===== src/rtl/core/wsfd_pkg.sv =====
`default_nettype none
// ----------------------------------------------------------------------------
// wsfd_pkg
// Shared types and codes of the websocket frame deframer.
// ----------------------------------------------------------------------------
package wsfd_pkg;

    localparam int BYTE_W    = 8;
    localparam int KIND_W    = 2;
    localparam int OPCODE_W  = 4;
    localparam int PINGS_W   = 8;
    localparam int MAXLEN_W  = 31;
    localparam int CFG_IDX_W = 2;

    // result kinds
    localparam logic [KIND_W-1:0] KIND_BYTE  = 2'd0;
    localparam logic [KIND_W-1:0] KIND_EMPTY = 2'd1;
    localparam logic [KIND_W-1:0] KIND_PING  = 2'd2;
    localparam logic [KIND_W-1:0] KIND_ERROR = 2'd3;

    // error codes
    localparam logic ERR_LENGTH = 1'b0;
    localparam logic ERR_PINGS  = 1'b1;

    // commands
    localparam logic CMD_BYTE = 1'b0;
    localparam logic CMD_IDLE = 1'b1;

    // frame opcodes
    localparam logic [OPCODE_W-1:0] OP_CLOSE = 4'h8;
    localparam logic [OPCODE_W-1:0] OP_PING  = 4'h9;
    localparam logic [OPCODE_W-1:0] OP_PONG  = 4'hA;

    // configuration register indexes
    localparam logic [CFG_IDX_W-1:0] CFG_PING_EN   = 2'd0;
    localparam logic [CFG_IDX_W-1:0] CFG_MAX_PINGS = 2'd1;
    localparam logic [CFG_IDX_W-1:0] CFG_MAX_LEN   = 2'd2;

    // configuration reset values
    localparam logic [PINGS_W-1:0]  RST_MAX_PINGS = 8'd5;
    localparam logic [MAXLEN_W-1:0] RST_MAX_LEN   = 31'h7FFF_0000;

    typedef struct packed {
        logic                ping_en;
        logic [PINGS_W-1:0]  max_pings;
        logic [MAXLEN_W-1:0] max_len;
    } t_cfg;

    typedef struct packed {
        logic [KIND_W-1:0]   kind;
        logic [BYTE_W-1:0]   data_byte;
        logic [OPCODE_W-1:0] frame_opcode;
        logic                fin_flag;
        logic                compressed_flag;
        logic                to_pong_reply;
        logic                last_of_frame;
        logic                closes;
        logic                error_code;
    } t_result;

endpackage
`default_nettype wire


===== src/rtl/core/wsfd_if.sv =====
`default_nettype none
// ----------------------------------------------------------------------------
// wsfd_if
// Valid/ready channels of the deframer: input items, results, config writes.
// ----------------------------------------------------------------------------
interface wsfd_in_if
    import wsfd_pkg::*;
();
    logic              valid;
    logic              ready;
    logic              command;
    logic [BYTE_W-1:0] rx_byte;

    modport source (output valid, output command, output rx_byte, input ready);
    modport sink   (input valid, input command, input rx_byte, output ready);
endinterface

interface wsfd_out_if
    import wsfd_pkg::*;
();
    logic                valid;
    logic                ready;
    logic [KIND_W-1:0]   kind;
    logic [BYTE_W-1:0]   data_byte;
    logic [OPCODE_W-1:0] frame_opcode;
    logic                fin_flag;
    logic                compressed_flag;
    logic                to_pong_reply;
    logic                last_of_frame;
    logic                closes;
    logic                error_code;

    modport source (
        output valid, output kind, output data_byte, output frame_opcode,
        output fin_flag, output compressed_flag, output to_pong_reply,
        output last_of_frame, output closes, output error_code, input ready
    );
    modport sink (
        input valid, input kind, input data_byte, input frame_opcode,
        input fin_flag, input compressed_flag, input to_pong_reply,
        input last_of_frame, input closes, input error_code, output ready
    );
endinterface

interface wsfd_cfg_if
    import wsfd_pkg::*;
();
    logic                 valid;
    logic                 ready;
    logic [CFG_IDX_W-1:0] index;
    logic [MAXLEN_W-1:0]  data;

    modport source (output valid, output index, output data, input ready);
    modport sink   (input valid, input index, input data, output ready);
endinterface
`default_nettype wire


===== src/rtl/core/websocket_frame_deframer_core.sv =====
`default_nettype none
// ----------------------------------------------------------------------------
// websocket_frame_deframer_core
// Receive-side websocket frame deframer with ping keepalive.
// ----------------------------------------------------------------------------
// One input item (link byte or idle tick) is taken every cycle while the skid
// entry is empty; its result, if any, is registered in the output register,
// or in the skid entry while the sink stalls. The rate is set by the parser's
// combinational parse update and by the output register with a one-entry
// skid buffer: input ready drops only while the skid entry holds a result, so
// a stalled sink costs one item of slack before the input side stalls. The
// configuration writes are always ready and take effect on the next item.
module websocket_frame_deframer_core
    import wsfd_pkg::*;
(
    input  wire logic   i_clk,
    input  wire logic   i_rst_n,
    wsfd_in_if.sink     i_rx,
    wsfd_out_if.source  o_res,
    wsfd_cfg_if.sink    i_cfg
);

    t_cfg    r_cfg;
    t_result res;
    logic    res_valid;
    logic    accept;
    logic    out_take;
    logic    r_out_valid;
    t_result r_out;
    logic    r_skid_valid;
    t_result r_skid;

    assign i_cfg.ready = 1'b1;

    always_ff @(posedge i_clk) begin
        if (!i_rst_n) begin
            r_cfg.ping_en   <= 1'b0;
            r_cfg.max_pings <= RST_MAX_PINGS;
            r_cfg.max_len   <= RST_MAX_LEN;
        end else if (i_cfg.valid) begin
            case (i_cfg.index)
                CFG_PING_EN:   r_cfg.ping_en   <= i_cfg.data[0];
                CFG_MAX_PINGS: r_cfg.max_pings <= i_cfg.data[PINGS_W-1:0];
                CFG_MAX_LEN:   r_cfg.max_len   <= i_cfg.data;
                default: begin
                end
            endcase
        end
    end

    assign i_rx.ready = !r_skid_valid;
    assign accept     = i_rx.valid && i_rx.ready;
    assign out_take   = r_out_valid && o_res.ready;

    wsfd_parser u_parser (
        .i_clk       (i_clk),
        .i_rst_n     (i_rst_n),
        .i_accept    (accept),
        .i_command   (i_rx.command),
        .i_rx_byte   (i_rx.rx_byte),
        .i_cfg       (r_cfg),
        .o_res_valid (res_valid),
        .o_res       (res)
    );

    // output register plus skid entry
    always_ff @(posedge i_clk) begin
        if (!i_rst_n) begin
            r_out_valid  <= 1'b0;
            r_skid_valid <= 1'b0;
        end else if (out_take || !r_out_valid) begin
            if (r_skid_valid) begin
                r_out_valid  <= 1'b1;
                r_skid_valid <= 1'b0;
            end else begin
                r_out_valid <= accept && res_valid;
            end
        end else if (accept && res_valid) begin
            r_skid_valid <= 1'b1;
        end
    end

    always_ff @(posedge i_clk) begin
        if (out_take || !r_out_valid) begin
            if (r_skid_valid) begin
                r_out <= r_skid;
            end else begin
                r_out <= res;
            end
        end else if (accept && res_valid) begin
            r_skid <= res;
        end
    end

    assign o_res.valid           = r_out_valid;
    assign o_res.kind            = r_out.kind;
    assign o_res.data_byte       = r_out.data_byte;
    assign o_res.frame_opcode    = r_out.frame_opcode;
    assign o_res.fin_flag        = r_out.fin_flag;
    assign o_res.compressed_flag = r_out.compressed_flag;
    assign o_res.to_pong_reply   = r_out.to_pong_reply;
    assign o_res.last_of_frame   = r_out.last_of_frame;
    assign o_res.closes          = r_out.closes;
    assign o_res.error_code      = r_out.error_code;

    a_skid_behind_out: assert property (@(posedge i_clk) disable iff (!i_rst_n)
        r_skid_valid |-> r_out_valid)
        else $error("skid entry held with empty output register");

    a_stall_fills_skid: assert property (@(posedge i_clk) disable iff (!i_rst_n)
        (r_out_valid && !o_res.ready && accept && res_valid) |=> r_skid_valid)
        else $error("result lost while output stalled");

    a_skid_drains: assert property (@(posedge i_clk) disable iff (!i_rst_n)
        (r_skid_valid && o_res.ready) |=> (r_out_valid && !r_skid_valid))
        else $error("skid entry did not move to output register");

endmodule
`default_nettype wire


===== src/rtl/core/wsfd_parser.sv =====
`default_nettype none
// ----------------------------------------------------------------------------
// wsfd_parser
// Frame header parse, payload unmask and ping keepalive, one transfer a cycle.
// ----------------------------------------------------------------------------
module wsfd_parser
    import wsfd_pkg::*;
(
    input  wire logic              i_clk,
    input  wire logic              i_rst_n,
    input  wire logic              i_accept,
    input  wire logic              i_command,
    input  wire logic [BYTE_W-1:0] i_rx_byte,
    input  wire t_cfg              i_cfg,
    output logic                   o_res_valid,
    output t_result                o_res
);

    localparam logic [2:0] PH_FIRST = 3'd0;
    localparam logic [2:0] PH_LEN   = 3'd1;
    localparam logic [2:0] PH_EXT   = 3'd2;
    localparam logic [2:0] PH_MASK  = 3'd3;
    localparam logic [2:0] PH_DATA  = 3'd4;

    localparam logic [6:0] LEN_EXT16 = 7'd126;
    localparam logic [3:0] CNT_EXT16 = 4'd2;
    localparam logic [3:0] CNT_EXT64 = 4'd8;
    localparam logic [3:0] CNT_MASK  = 4'd4;

    logic [2:0]          r_phase,   n_phase;
    logic [BYTE_W-1:0]   r_first,   n_first;
    logic [3:0]          r_cnt,     n_cnt;
    logic [MAXLEN_W-1:0] r_len,     n_len;
    logic                r_big,     n_big;
    logic                r_mask,    n_mask;
    logic [31:0]         r_key,     n_key;
    logic [1:0]          r_lane,    n_lane;
    logic [PINGS_W-1:0]  r_pings,   n_pings;
    logic                r_stopped, n_stopped;

    logic [OPCODE_W-1:0] opcode;
    logic                filtered;
    logic                lk;
    logic [MAXLEN_W-1:0] lk_len;
    logic                lk_big;
    logic                lk_mask;
    logic                sp;
    logic [MAXLEN_W-1:0] sp_len;
    logic                fr;
    logic                fr_last;
    logic [KIND_W-1:0]   fr_kind;
    logic [BYTE_W-1:0]   fr_data;
    logic [BYTE_W-1:0]   key_byte;

    assign opcode   = r_first[OPCODE_W-1:0];
    assign filtered = i_cfg.ping_en && (opcode == OP_PONG);

    always_comb begin
        case (r_lane)
            2'd0:    key_byte = r_key[31:24];
            2'd1:    key_byte = r_key[23:16];
            2'd2:    key_byte = r_key[15:8];
            default: key_byte = r_key[7:0];
        endcase
    end

    always_comb begin
        n_phase     = r_phase;
        n_first     = r_first;
        n_cnt       = r_cnt;
        n_len       = r_len;
        n_big       = r_big;
        n_mask      = r_mask;
        n_key       = r_key;
        n_lane      = r_lane;
        n_pings     = r_pings;
        n_stopped   = r_stopped;
        lk          = 1'b0;
        lk_len      = '0;
        lk_big      = 1'b0;
        lk_mask     = 1'b0;
        sp          = 1'b0;
        sp_len      = '0;
        fr          = 1'b0;
        fr_last     = 1'b0;
        fr_kind     = KIND_BYTE;
        fr_data     = '0;
        o_res_valid = 1'b0;
        o_res       = '0;

        if (!r_stopped) begin
            if (i_command == CMD_BYTE) begin
                n_pings = '0;
                case (r_phase)
                    PH_LEN: begin
                        n_mask = i_rx_byte[7];
                        n_key  = '0;
                        n_lane = '0;
                        n_big  = 1'b0;
                        n_cnt  = '0;
                        if (i_rx_byte[6:0] < LEN_EXT16) begin
                            n_len   = {{(MAXLEN_W-7){1'b0}}, i_rx_byte[6:0]};
                            lk      = 1'b1;
                            lk_len  = n_len;
                            lk_mask = i_rx_byte[7];
                        end else begin
                            n_len   = '0;
                            n_cnt   = (i_rx_byte[6:0] == LEN_EXT16) ? CNT_EXT16 : CNT_EXT64;
                            n_phase = PH_EXT;
                        end
                    end
                    PH_EXT: begin
                        n_len = {r_len[MAXLEN_W-BYTE_W-1:0], i_rx_byte};
                        n_big = r_big || (r_len[MAXLEN_W-1:MAXLEN_W-BYTE_W] != '0);
                        n_cnt = r_cnt - 4'd1;
                        if (r_cnt == 4'd1) begin
                            lk      = 1'b1;
                            lk_len  = n_len;
                            lk_big  = n_big;
                            lk_mask = r_mask;
                        end
                    end
                    PH_MASK: begin
                        n_key = {r_key[23:0], i_rx_byte};
                        n_cnt = r_cnt - 4'd1;
                        if (r_cnt == 4'd1) begin
                            sp     = 1'b1;
                            sp_len = r_len;
                        end
                    end
                    PH_DATA: begin
                        fr_last = (r_len == {{(MAXLEN_W-1){1'b0}}, 1'b1});
                        n_len   = r_len - {{(MAXLEN_W-1){1'b0}}, 1'b1};
                        n_lane  = r_lane + 2'd1;
                        if (fr_last) begin
                            n_phase = PH_FIRST;
                        end
                        fr      = !filtered;
                        fr_kind = KIND_BYTE;
                        fr_data = i_rx_byte ^ key_byte;
                    end
                    default: begin
                        n_first = i_rx_byte;
                        n_phase = PH_LEN;
                    end
                endcase

                if (lk) begin
                    if (lk_big || (lk_len > i_cfg.max_len)) begin
                        o_res_valid      = 1'b1;
                        o_res.kind       = KIND_ERROR;
                        o_res.error_code = ERR_LENGTH;
                        n_stopped        = 1'b1;
                    end else if (lk_mask) begin
                        n_phase = PH_MASK;
                        n_cnt   = CNT_MASK;
                    end else begin
                        sp     = 1'b1;
                        sp_len = lk_len;
                    end
                end

                if (sp) begin
                    n_lane = '0;
                    if (sp_len == '0) begin
                        n_phase = PH_FIRST;
                        fr      = !filtered;
                        fr_kind = KIND_EMPTY;
                        fr_last = 1'b1;
                    end else begin
                        n_phase = PH_DATA;
                    end
                end

                if (fr) begin
                    o_res_valid           = 1'b1;
                    o_res.kind            = fr_kind;
                    o_res.data_byte       = fr_data;
                    o_res.frame_opcode    = opcode;
                    o_res.fin_flag        = r_first[7];
                    o_res.compressed_flag = r_first[6];
                    o_res.to_pong_reply   = i_cfg.ping_en && (opcode == OP_PING);
                    o_res.last_of_frame   = fr_last;
                    o_res.closes          = fr_last && (opcode == OP_CLOSE);
                    if (fr_last && (opcode == OP_CLOSE)) begin
                        n_stopped = 1'b1;
                    end
                end
            end else begin
                if (r_pings > i_cfg.max_pings) begin
                    o_res_valid      = 1'b1;
                    o_res.kind       = KIND_ERROR;
                    o_res.error_code = ERR_PINGS;
                    n_stopped        = 1'b1;
                end else if (i_cfg.ping_en) begin
                    if (r_pings != {PINGS_W{1'b1}}) begin
                        n_pings = r_pings + {{(PINGS_W-1){1'b0}}, 1'b1};
                    end
                    o_res_valid = 1'b1;
                    o_res.kind  = KIND_PING;
                end
            end
        end
    end

    always_ff @(posedge i_clk) begin
        if (!i_rst_n) begin
            r_phase   <= PH_FIRST;
            r_first   <= '0;
            r_cnt     <= '0;
            r_len     <= '0;
            r_big     <= 1'b0;
            r_mask    <= 1'b0;
            r_key     <= '0;
            r_lane    <= '0;
            r_pings   <= '0;
            r_stopped <= 1'b0;
        end else if (i_accept) begin
            r_phase   <= n_phase;
            r_first   <= n_first;
            r_cnt     <= n_cnt;
            r_len     <= n_len;
            r_big     <= n_big;
            r_mask    <= n_mask;
            r_key     <= n_key;
            r_lane    <= n_lane;
            r_pings   <= n_pings;
            r_stopped <= n_stopped;
        end
    end

    a_stop_sticky: assert property (@(posedge i_clk) disable iff (!i_rst_n)
        r_stopped |=> r_stopped)
        else $error("stopped flag cleared");

    a_error_stops: assert property (@(posedge i_clk) disable iff (!i_rst_n)
        (i_accept && o_res_valid && (o_res.kind == KIND_ERROR)) |=> r_stopped)
        else $error("error transfer did not stop the connection");

    a_data_len: assert property (@(posedge i_clk) disable iff (!i_rst_n)
        (r_phase == PH_DATA) |-> (r_len != '0))
        else $error("payload phase with no bytes left");

endmodule
`default_nettype wire


===== src/flat_wrapper.sv =====
// flat-port wrapper written by rule: the top's interface ports become plain ports
module websocket_frame_deframer_core_flat import wsfd_pkg::*;
  (i_clk, i_rst_n, i_rx_valid, i_rx_command, i_rx_rx_byte, i_rx_ready, o_res_valid, o_res_kind, o_res_data_byte, o_res_frame_opcode, o_res_fin_flag, o_res_compressed_flag, o_res_to_pong_reply, o_res_last_of_frame, o_res_closes, o_res_error_code, o_res_ready, i_cfg_valid, i_cfg_index, i_cfg_data, i_cfg_ready);
  wsfd_in_if i_rx_i ();
  wsfd_out_if o_res_i ();
  wsfd_cfg_if i_cfg_i ();
  input  wire logic i_clk;
  input  wire logic i_rst_n;
  input wire logic [$bits(i_rx_i.valid)-1:0] i_rx_valid;
  input wire logic [$bits(i_rx_i.command)-1:0] i_rx_command;
  input wire logic [$bits(i_rx_i.rx_byte)-1:0] i_rx_rx_byte;
  output wire logic [$bits(i_rx_i.ready)-1:0] i_rx_ready;
  output wire logic [$bits(o_res_i.valid)-1:0] o_res_valid;
  output wire logic [$bits(o_res_i.kind)-1:0] o_res_kind;
  output wire logic [$bits(o_res_i.data_byte)-1:0] o_res_data_byte;
  output wire logic [$bits(o_res_i.frame_opcode)-1:0] o_res_frame_opcode;
  output wire logic [$bits(o_res_i.fin_flag)-1:0] o_res_fin_flag;
  output wire logic [$bits(o_res_i.compressed_flag)-1:0] o_res_compressed_flag;
  output wire logic [$bits(o_res_i.to_pong_reply)-1:0] o_res_to_pong_reply;
  output wire logic [$bits(o_res_i.last_of_frame)-1:0] o_res_last_of_frame;
  output wire logic [$bits(o_res_i.closes)-1:0] o_res_closes;
  output wire logic [$bits(o_res_i.error_code)-1:0] o_res_error_code;
  input wire logic [$bits(o_res_i.ready)-1:0] o_res_ready;
  input wire logic [$bits(i_cfg_i.valid)-1:0] i_cfg_valid;
  input wire logic [$bits(i_cfg_i.index)-1:0] i_cfg_index;
  input wire logic [$bits(i_cfg_i.data)-1:0] i_cfg_data;
  output wire logic [$bits(i_cfg_i.ready)-1:0] i_cfg_ready;
  assign i_rx_i.valid = i_rx_valid;
  assign i_rx_i.command = i_rx_command;
  assign i_rx_i.rx_byte = i_rx_rx_byte;
  assign i_rx_ready = i_rx_i.ready;
  assign o_res_valid = o_res_i.valid;
  assign o_res_kind = o_res_i.kind;
  assign o_res_data_byte = o_res_i.data_byte;
  assign o_res_frame_opcode = o_res_i.frame_opcode;
  assign o_res_fin_flag = o_res_i.fin_flag;
  assign o_res_compressed_flag = o_res_i.compressed_flag;
  assign o_res_to_pong_reply = o_res_i.to_pong_reply;
  assign o_res_last_of_frame = o_res_i.last_of_frame;
  assign o_res_closes = o_res_i.closes;
  assign o_res_error_code = o_res_i.error_code;
  assign o_res_i.ready = o_res_ready;
  assign i_cfg_i.valid = i_cfg_valid;
  assign i_cfg_i.index = i_cfg_index;
  assign i_cfg_i.data = i_cfg_data;
  assign i_cfg_ready = i_cfg_i.ready;
  websocket_frame_deframer_core u_core (.i_clk(i_clk), .i_rst_n(i_rst_n), .i_rx(i_rx_i), .o_res(o_res_i), .i_cfg(i_cfg_i));
endmodule

===== config.mk =====
export PLATFORM = sky130hd
export DESIGN_NAME = websocket_frame_deframer_core_flat
export DESIGN_NICKNAME = d
export VERILOG_FILES = /design/src/rtl/core/wsfd_pkg.sv /design/src/rtl/core/wsfd_if.sv /design/src/rtl/core/websocket_frame_deframer_core.sv /design/src/rtl/core/wsfd_parser.sv /design/src/flat_wrapper.sv
export SDC_FILE = /design/constraint.sdc
export NUM_CORES = 1
export LEC_CHECK = 0
export BUFFER_PORTS_ARGS = -buffer_cell sky130_fd_sc_hd__clkbuf_2
export CAP_MARGIN = 30
export CORE_ASPECT_RATIO = 0.5
export CORE_MARGIN = 2
export CORE_UTILIZATION = 40
export CTS_BUF_LIST = sky130_fd_sc_hd__clkbuf_8
export CTS_CLUSTER_SIZE = 30
export DETAILED_ROUTE_END_ITERATION = 16
export GPL_TIMING_DRIVEN = 0
export MAX_ROUTING_LAYER = met4
export PLACE_DENSITY = 0.63
export SLEW_MARGIN = 0
export SYNTH_ARGS = -nofsm -noshare
export SYNTH_HDL_FRONTEND = slang
export SYNTH_HIERARCHICAL = 1
export SYNTH_SLANG_ARGS = --single-unit

===== constraint.sdc =====
create_clock -name i_clk -period 7.85 [get_ports i_clk]
set_input_delay 0.785 -clock i_clk [delete_from_list [all_inputs] [get_ports i_clk]]
set_output_delay 0.785 -clock i_clk [all_outputs]
set_load 0.03 [all_outputs]

# Word-level counts from Yosys, hierarchy flattened
# Cells that the tools add are included.
[op_classes]
addsub = 4
eq_ne = 18
n_lt_le_gt_ge = 3
n_mux = 92
n_reduce_logical = 35
n_bitwise = 6
[ops]
columns = ["cell", "count"]
rows = [
  ["2-to-1 mux 31 bit", 10],
  ["case mux 31 bit (3 select lines)", 1],
  ["case mux 32 bit (2 select lines)", 1],
  ["case mux 31 bit (2 select lines)", 1],
  ["2-to-1 mux 1 bit", 44],
  ["2-to-1 mux 20 bit", 2],
  ["2-to-1 mux 8 bit", 5],
  ["== test 31 x 1 -> 1 bit (second input constant)", 1],
  ["greater-than comparator 31 bit", 1],
  ["zero test 31 bit", 1],
  ["subtractor 31 x 1 -> 31 bit (second input constant)", 1],
  ["case mux 8 bit (3 select lines)", 1],
  ["AND reduction 4 bit", 6],
  ["2-to-1 mux 3 bit", 7],
  ["2-to-1 mux 4 bit", 5],
  ["2-to-1 mux 19 bit", 1],
  ["2-to-1 mux 17 bit", 1],
  ["== test 4 bit (second input constant)", 3],
  ["2-to-1 mux 2 bit", 6],
  ["case mux 3 bit (3 select lines)", 1],
  ["adder 8 x 1 -> 8 bit (second input constant)", 1],
  ["greater-than comparator 8 bit", 1],
  ["inequality test 8 bit (second input constant)", 1],
  ["case mux 4 bit (2 select lines)", 1],
  ["29 further kinds", 55],
]
[word_totals]
wordCells = 191
register_bits = 173
out_inout_bits = 23

# Depth between registers and ports, before layout
# Gate-level depths: netlist (run 1).
[logic_depth]
depth_word = 21
mapped_depth = 17

# Modules after synthesis
# The synthesis (run 1) kept the hierarchy.
[by_module_without_submodules]
columns = ["mod", "area_each_um2", "cells_per_inst", "instances", "seq_area_each_um2"]
rows = [
  ["wsfd_parser", 6399.9, 825, 1, 1781.7],
  ["websocket_frame_deframer_core", 3184.3, 246, 1, 2042.0],
]

# Worst setup path before layout (run 1)
# OpenSTA, ideal clock, no wires.
[synth_path]
path_kind = "flip-flop to flip-flop"
start = "reg u_core.u_parser.r_phase[1]"
end = "reg u_core/r_skid[0] (netlist name), enable pin"
period_less_slack_ns = 4.394
n_path_buf = 3
path_stages_with_launch = 16
arrival_ns = 4.054
setup_ns = 0.340
path_slack_ns = 3.456
path_cell_list = "dfxtp_1 -> clkbuf_1 -> nor3b_2 -> clkbuf_1 -> clkbuf_1 -> and3_1 -> ha_1 -> a21o_1 -> a21o_1 -> a2111oi_1 -> nand3_1 -> o21ai_1 -> a32oi_1 -> a21oi_2 -> o21bai_1 -> and4b_1"
[synth_between]
elab_chain_cells = 20
word_cells_on_any_way = 43
classes_between = "order compare (1); eq/ne (4); mux (34); reduce/logical (4)"
[synth_lines]
columns = ["item", "line_no", "source"]
rows = [
  ["start: declaration", "wsfd_parser.sv:30", "logic [2:0] r_phase, n_phase;"],
  ["start signal: assignment", "wsfd_parser.sv:219", "r_phase <= n_phase;"],
  ["== test 3 x 2 -> 1 bit / == test 3 x 1 -> 1 bit (equally long branches)", "wsfd_parser.sv:94", "case (r_phase)"],
  ["case mux 31 bit (2 select lines)", "wsfd_parser.sv:94", ""],
  ["2-to-1 mux 31 bit", "wsfd_parser.sv:92", "if (i_command == CMD_BYTE) begin"],
  ["2-to-1 mux 31 bit", "wsfd_parser.sv:91", "if (!r_stopped) begin"],
  ["greater-than comparator 31 bit", "wsfd_parser.sv:149", "if (lk_big || (lk_len > i_cfg.max_len)) begin"],
  ["logical OR 1 bit", "wsfd_parser.sv:149", ""],
  ["2-to-1 mux 31 bit", "wsfd_parser.sv:149", ""],
  ["2-to-1 mux 31 bit", "wsfd_parser.sv:148", "if (lk) begin"],
  ["(+5 left out)", "-", ""],
  ["2-to-1 mux 1 bit", "wsfd_parser.sv:92", ""],
  ["2-to-1 mux 1 bit", "wsfd_parser.sv:91", ""],
  ["2-to-1 mux 1 bit *", "wsfd_parser.sv:175", "if (fr) begin"],
  ["2-to-1 mux 1 bit *", "wsfd_parser.sv:92", ""],
  ["2-to-1 mux 1 bit *", "wsfd_parser.sv:91", ""],
  ["via u_core.res_valid", "websocket_frame_deframer_core.sv:25", "logic res_valid;"],
  ["logical AND 1 bit *", "websocket_frame_deframer_core.sv:90", "end else if (accept && res_valid) begin"],
  ["AND reduction 2 bit (no line) *", "-", ""],
  ["end signal: assignment", "websocket_frame_deframer_core.sv:91", "r_skid <= res;"],
  ["end: declaration", "websocket_frame_deframer_core.sv:31", "t_result r_skid;"],
]
# The timed path passes the listed nets; every way through them passes the cells marked *. The select of a mux whose other input is x is not followed.
# A chain may end at the register's enable or synchronous reset.

# Worst setup path after layout (run 1)
[layout_path]
start = "reg u_core.u_parser.r_phase[1]"
end = "reg u_core/r_skid[18] (netlist name), enable pin"
# The elaborated chain is that of the path after synthesis.

==> results of run 1 <==
-- logic make-up after synthesis --
kind of cell,after synthesis
and+or+nand+nor,384
DFF,171
other,1
AOI/OAI and AO/OA,258
adders and majority gates,48
buffers and inverters,143
xor gates and xnor gates,15
muxes,51
-- layout by cell type, fill, tap and decap left out, types with 20 or more instances in the layout --
master	count
mux2i_1	31
nor2_1	55
edfxtp_1	40
clkbuf_2	66
a21oi_1	36
nand2_1	102
a22oi_1	48
nor3_1	25
clkbuf_1	49
o211ai_1	22
o21ai_0	64
ha_1	48
nor2b_1	54
and3_1	22
dfxtp_1	131
inv_1	77
mux2_2	20
and2_1	32
-- registers in the layout (all words and copies together), names as in the netlist, 3 cells and up --
signal,count
u_core/u_parser/r_cnt,4
u_core/u_parser/r_phase,3
u_core/u_parser/r_pings,8
u_core/u_parser/r_key,32
u_core/r_cfg,40
u_core/o_res.frame_opcode,4
u_core/u_parser/r_first,6
u_core/u_parser/r_len,31
u_core/o_res.data_byte,8
u_core/r_skid,20
-- power by group through the flow --
| stage | clock, W | sequential [W] | combinational (W) |
|---|---|---|---|
| finish | 0.000636 | 0.000931 | 0.000230 |
| global route | 0.000686 | 0.000933 | 0.000253 |
| CTS | 0.000652 | 0.000930 | 0.000227 |
| detailed placement | 0 | 0.000951 | 0.000226 |
| global placement | 0 | 0.000950 | 0.000222 |
| floorplan | 0 | 0.000954 | 0.000151 |
-- worst max-delay path, cell delays in order (launching register included) --
cell,delay [ps]
dfxtp_1,330
clkbuf_1,260
nor3b_2,440
clkbuf_1,490
clkbuf_1,310
and3_1,210
ha_1,240
a21o_1,180
a21o_1,180
a2111oi_1,620
nand3_1,310
o21ai_1,460
a32oi_1,300
a21oi_2,490
o21bai_1,190
and4b_1,500
-- stage by stage --
| step | setup WS, ps | hold slack, ps | total power [W] |
|---|---|---|---|
| after detailed placement | 2030 | 452 | 0.00118 |
| after floorplan | 3460 | 435 | 0.00111 |
| after global placement | 2150 | 449 | 0.00117 |
| after CTS | 1970 | 468 | 0.00181 |
| final | 1950 | 465 | 0.00180 |
| after global routing | 1550 | 489 | 0.00187 |
-- per-layer routing --
layer  wire, um  vias up
met5          0        -
met4        422        0
met3       1620       44
met2      11800      280
met1      12500     3989
li1           -     4032
-- final cells by class --
class | instances | area, sq um
Buffer | 68 | 308
Clock buffer | 18 | 248
Clock inverter | 14 | 146
Fill cell | 2266 | 12500
Inverter | 75 | 282
Multi-Input combinational cell | 757 | 5170
Sequential cell | 171 | 3820
Tap cell | 307 | 384
Timing Repair Buffer | 66 | 330
-- cell usage after synthesis (5+ instances only) --
library cell,n,area (sq um)
a21boi_0,5,37.5
a21o_1,5,37.5
a21oi_1,36,180
a221oi_1,6,52.6
a222oi_1,8,80.1
a22oi_1,48,360
a31oi_1,8,50.1
a32o_1,5,50.1
a32oi_1,5,43.8
and2_1,32,200
and3_1,22,138
buf_2,12,60.1
clkbuf_1,49,184
dfxtp_1,131,2620
edfxtp_1,40,1200
ha_1,48,601
inv_1,75,282
mux2_2,20,225
mux2i_1,31,310
nand2_1,102,383
nand2b_1,9,56.3
nand3_1,12,60.1
nand4_1,7,43.8
nand4b_1,18,158
nor2_1,55,206
nor2b_1,54,338
nor3_1,25,125
nor3b_1,11,82.6
nor4_1,5,31.3
o211ai_1,22,165
o21a_1,5,37.5
o21ai_0,64,320
o21ai_1,6,30.0
or3_1,6,37.5
xnor2_1,11,96.3
-- final timing paths --
kind,startpoint,end,slack (ps),cells past startpoint
setup / recovery,u_core/u_parser/r_phase[1],u_core/r_skid[18],1950,15
setup reg to reg,u_core/u_parser/r_phase[1],u_core/r_skid[18],1950,15
hold reg to reg,u_core/r_cfg[13],u_core/r_cfg[13],460,2
hold / removal,u_core/r_cfg[13],u_core/r_cfg[13],460,2
==> out/results.tsv, run 1 <==
stage	metric	value	unit
timing	fin_setup_tns	0	ps
clock_network	cts_sinks	171	
power_and_ir_drop	switching_share	28.1	%
die	row_count	39	
synthesis	netlist_area	0.00958	sq mm
timing	clock_skew	15.4	ps
run_status	status	finished, final reports clean	
die	fp.dieH	113	um
cells_and_area	postLayoutCellArea	0.0107	sq mm
grt	grt_first_pass_wirelength	42.9	mm
cells_and_area	antennaDiodeCount	0	
worst_setup_path	cp-end-kind	flip-flop	
place	placed_cell_area	0.0103	sq mm
timing	max_freq	169	MHz
power_and_ir_drop	p_comb_share	12.8	%
clock_network	postCtsHoldBufs	0	
die	fp.dieArea	0.0253	sq mm
clock_network	cts_setup_buffers	0	
grt	use_met3	4.82	%
worst_setup_path	cp.arrival	6000	ps
place	place_congestion	0.945	
cells_and_area	fin_util	46.1	%
route	viasPerCell	5.65	
timing	slew_violations	0	
synthesis	synthCells	1071	
cells_and_area	fin_cells	1476	
power_and_ir_drop	p_clk_share	35.4	%
cells_and_area	fin_nets	1251	
cells_and_area	syn_to_final_growth	11.6	%
worst_setup_path	worst-setup-path-type	flip-flop to flip-flop	
grt	overflow	0	
synthesis	synth.ff_latch_count	171	
synthesis	ys.flop_type	dfxtp_1	
route	dr.pass1.iters	5	
clock_network	clk_latency	470	ps
grt	grt_usage	21.9	%
timing	setup_viol	0	
synthesis	synth.area.mux_share	5.59	%
clock_network	clkTransAtPathRegs	100	ps
die	io_pins	70	
min_path	hp-class	flip-flop to flip-flop	
timing	fin_crit_sh	75.2	%
power_and_ir_drop	p_int	0.00129	W
route	finalWirelength	26.3	mm
synthesis	synth_edf_count	40	
power_and_ir_drop	ir_drop	98.1	uV
synthesis	synth_top_family_by_area	simple AND/OR/NAND/NOR gates	
worst_setup_path	crit_fanout	20	
job	cap_violations	0	
grt	antenna_found_initial	0	
place	portBuffers	66	
clock_network	cts.repair.resized	0	
power_and_ir_drop	switchingPower	0.000504	W
power_and_ir_drop	pwr_density_cell	168	mW/mm^2
worst_setup_path	crit_required	7950	ps
power_and_ir_drop	p_seq_share	51.8	%
grt	gr-max-usage-layer	met2	
synthesis	synthAdderAreaFrac	6.27	%
timing	tightest_slew	1020	ps
clock_network	clockBufferDepth	2	
clock_network	cts_root_buffer	clkbuf_8	
route	routedWlPerCell	17.8	um
synthesis	syn_nets	1166	
synthesis	syn_avg_cell_area	8.95	sq um
synthesis	async_reset_ff_share	0	%
route	via_count	8345	
grt	grt_max_degree	23	
grt	grtUsageMet2	34.3	%
timing	slew_headroom	31.7	%
die	initial_utilization	41.3	%
power_and_ir_drop	leakage	4.33	nW
synthesis	seq_area_frac_synth	39.9	%
die	fp.dieW	223	um
grt	grt_pass1_vias	8255	
synthesis	synth-simple-area-share	22.3	%
grt	gr-usage-met1	28.6	%
worst_setup_path	start_kind	flip-flop	
route	drtIter0Drc	671	
synthesis	synth-compound-area-share	18.3	%
timing	finalHoldViolCount	0	
timing	min_period	5900	ps
synthesis	synth-xor-area-share	1.45	%
die	core_area	0.0232	sq mm
synthesis	ys_warn_count	6	
clock_network	cts_max_level	4	
synthesis	yosys.cell_types.count	79	
route	final_antenna_net_count	0	
place	dp.cells	1444	
clock_network	cts_tree	built	
clock_network	numCtsBuffers	17	
place	dp_hpwl	19.6	mm
timing	rsz0062_at_grt	false	
cells_and_area	drive_above_1_share	13.1	%
route	drc_errors	0	
Power figures use the tool's default switching activity.
==> run 2, diff against run 1 <==
==> constraint.sdc (replaced) <==
create_clock -name i_clk -period 5.7 [get_ports i_clk]
set_input_delay 0.57 -clock i_clk [delete_from_list [all_inputs] [get_ports i_clk]]
set_output_delay 0.57 -clock i_clk [all_outputs]
set_load 0.03 [all_outputs]
==> out/results.tsv, run 2 (same netlist as run 1, synthesis figures left out) <==
stage	metric	value	unit	change
power_and_ir_drop	p_int	0.00178	W	+38%
grt	grt_usage	21.9	%	about the same
route	via_count	8320		-0.30%
place	place_congestion	0.945		unchanged
timing	tightest_slew	1080	ps	+58.6 ps
timing	fin_crit_sh	93.3	%	+18 points
clock_network	cts_setup_buffers	0		unchanged
clock_network	cts_root_buffer	clkbuf_8		
die	io_pins	70		unchanged
clock_network	clkTransAtPathRegs	100	ps	about the same
worst_setup_path	worst-setup-path-type	flip-flop to flip-flop		
place	placed_cell_area	0.0103	sq mm	unchanged
power_and_ir_drop	leakage	4.34	nW	+0.12%
place	dp_hpwl	19.6	mm	unchanged
cells_and_area	fin_util	46.2	%	+0.059 points
cells_and_area	fin_nets	1251		unchanged
clock_network	cts.repair.resized	2		+2
min_path	hp-class	input pin to flip-flop		
clock_network	cts_max_level	4		unchanged
timing	max_freq	188	MHz	+11%
timing	rsz0062_at_grt	false		
grt	grt_pass1_vias	8248		-0.085%
clock_network	cts_tree	built		
cells_and_area	final_common_cell	dfxtp_1		
timing	finalHoldViolCount	0		unchanged
timing	fin_setup_tns	0	ps	unchanged
cells_and_area	layout_common_cells	dfxtp_1 (131), nand2_1 (102), inv_1 (77)		
cells_and_area	syn_to_final_growth	11.7	%	
power_and_ir_drop	switchingPower	0.000700	W	+39%
cells_and_area	antennaDiodeCount	0		unchanged
grt	antenna_found_initial	0		unchanged
route	viasPerCell	5.64		-0.30%
job	cap_violations	0		unchanged
timing	setup_viol	0		unchanged
cells_and_area	top_regs	u_core/r_cfg: 40 flops, u_core/u_parser/r_key: 32 flops, u_core/u_parser/r_len: 31 flops		
clock_network	clk_latency	480	ps	about the same
die	initial_utilization	41.3	%	unchanged
power_and_ir_drop	p_comb_share	12.8	%	about the same
die	fp.dieW	223	um	unchanged
power_and_ir_drop	pwr_density_cell	232	mW/mm^2	+38%
power_and_ir_drop	ir_drop	137	uV	+39%
grt	overflow	0		unchanged
die	fp.dieH	113	um	unchanged
cells_and_area	postLayoutCellArea	0.0107	sq mm	+0.13%
route	final_antenna_net_count	0		unchanged
power_and_ir_drop	p_seq_share	51.7	%	about the same
die	core_area	0.0232	sq mm	unchanged
place	dp_slack	-123	ps	-2150 ps
grt	grt_max_degree	23		unchanged
worst_setup_path	start_kind	flip-flop		
timing	slew_violations	0		unchanged
run_status	status	finished, final reports clean		
worst_setup_path	cp-end-kind	flip-flop		
cells_and_area	drive_above_1_share	13.3	%	+0.26 points
clock_network	clockBufferDepth	2		unchanged
die	fp.dieArea	0.0253	sq mm	unchanged
timing	min_period	5320	ps	-579 ps
cells_and_area	regMostFlops	u_core/r_cfg		
timing	clock_skew	15.8	ps	+0.457 ps
route	drc_errors	0		unchanged
route	routedWlPerCell	17.9	um	+0.54%
worst_setup_path	crit_required	5880	ps	-2070 ps
die	row_count	39		unchanged
power_and_ir_drop	p_clk_share	35.5	%	about the same
grt	grt_first_pass_wirelength	43.0	mm	+0.23%
route	drtIter0Drc	743		+11%
clock_network	cts_sinks	171		unchanged
worst_setup_path	cp.arrival	5500	ps	-500 ps
route	dr.pass1.iters	6		+1
route	finalWirelength	26.5	mm	+0.54%
place	portBuffers	66		unchanged
clock_network	numCtsBuffers	17		unchanged
power_and_ir_drop	switching_share	28.2	%	+0.15 points
timing	slew_headroom	27.8	%	-3.9 points
worst_setup_path	crit_fanout	20		unchanged
timing	setup_slack	379	ps	-1570 ps
cells_and_area	largest_register_ffs	40		unchanged
clock_network	postCtsHoldBufs	0		unchanged
run 2: area by class of cell:
type	instances	area (sq um)
clock inverter	14	146
multi-input combinational	757	5180
fill	2260	12500
buffer	68	309
clock buffer	18	248
sequential	171	3820
inverter	75	282
timing repair buffer	66	330
tap	307	384
run 2: routing by layer:
metal	part of all wire [%]	routed length [um]	global-route usage (%)
met2	44	11800	34.4
met3	6.1	1600	4.61
met1	48	12600	28.7
met5	0	0	-
met4	1.8	476	6.53
run 2: worst max-delay path: stages (launching register included):
cell and delay, ps:
dfxtp_1 330, clkbuf_1 260, nor3b_2 450, clkbuf_2 350, clkbuf_1 280, and3_1 210, ha_1 240, a21o_1 180
a21o_1 180, a2111oi_1 620, nand3_1 320, o21ai_2 360, a32oi_1 290, a21oi_4 370, o21bai_1 160, and4b_2 400
run 2: stage by stage:
step,power (W),instances,hold slack (ps)
final,0.00248,1476,322
after global routing,0.00258,1476,293
after CTS,0.00249,1476,294
after detailed placement,0.00162,1444,452
after global placement,0.00162,1444,449
after floorplan,0.00152,1071,435
run 2: worst paths after layout:
| path | start | end | slack [ps] | cells past startpoint |
|---|---|---|---|---|
| max | u_core/u_parser/r_phase[1] | u_core/r_skid[18] | 380 | 15 |
| min | i_cfg_data[9] | u_core/r_cfg[9] | 320 | 3 |
| max reg2reg | u_core/u_parser/r_phase[1] | u_core/r_skid[18] | 380 | 15 |
| min reg2reg | u_core/r_cfg[7] | u_core/r_cfg[7] | 460 | 2 |
run 2: power groups by stage:
stage          clock (W)  sequential [W]  combinational, W
6_report        0.000881         0.00128          0.000317
5_1_grt         0.000944         0.00129          0.000349
4_1_cts         0.000899         0.00128          0.000313
3_5_place_dp           0         0.00131          0.000311
3_3_place_gp           0         0.00131          0.000306
2_1_floorplan          0         0.00131          0.000208
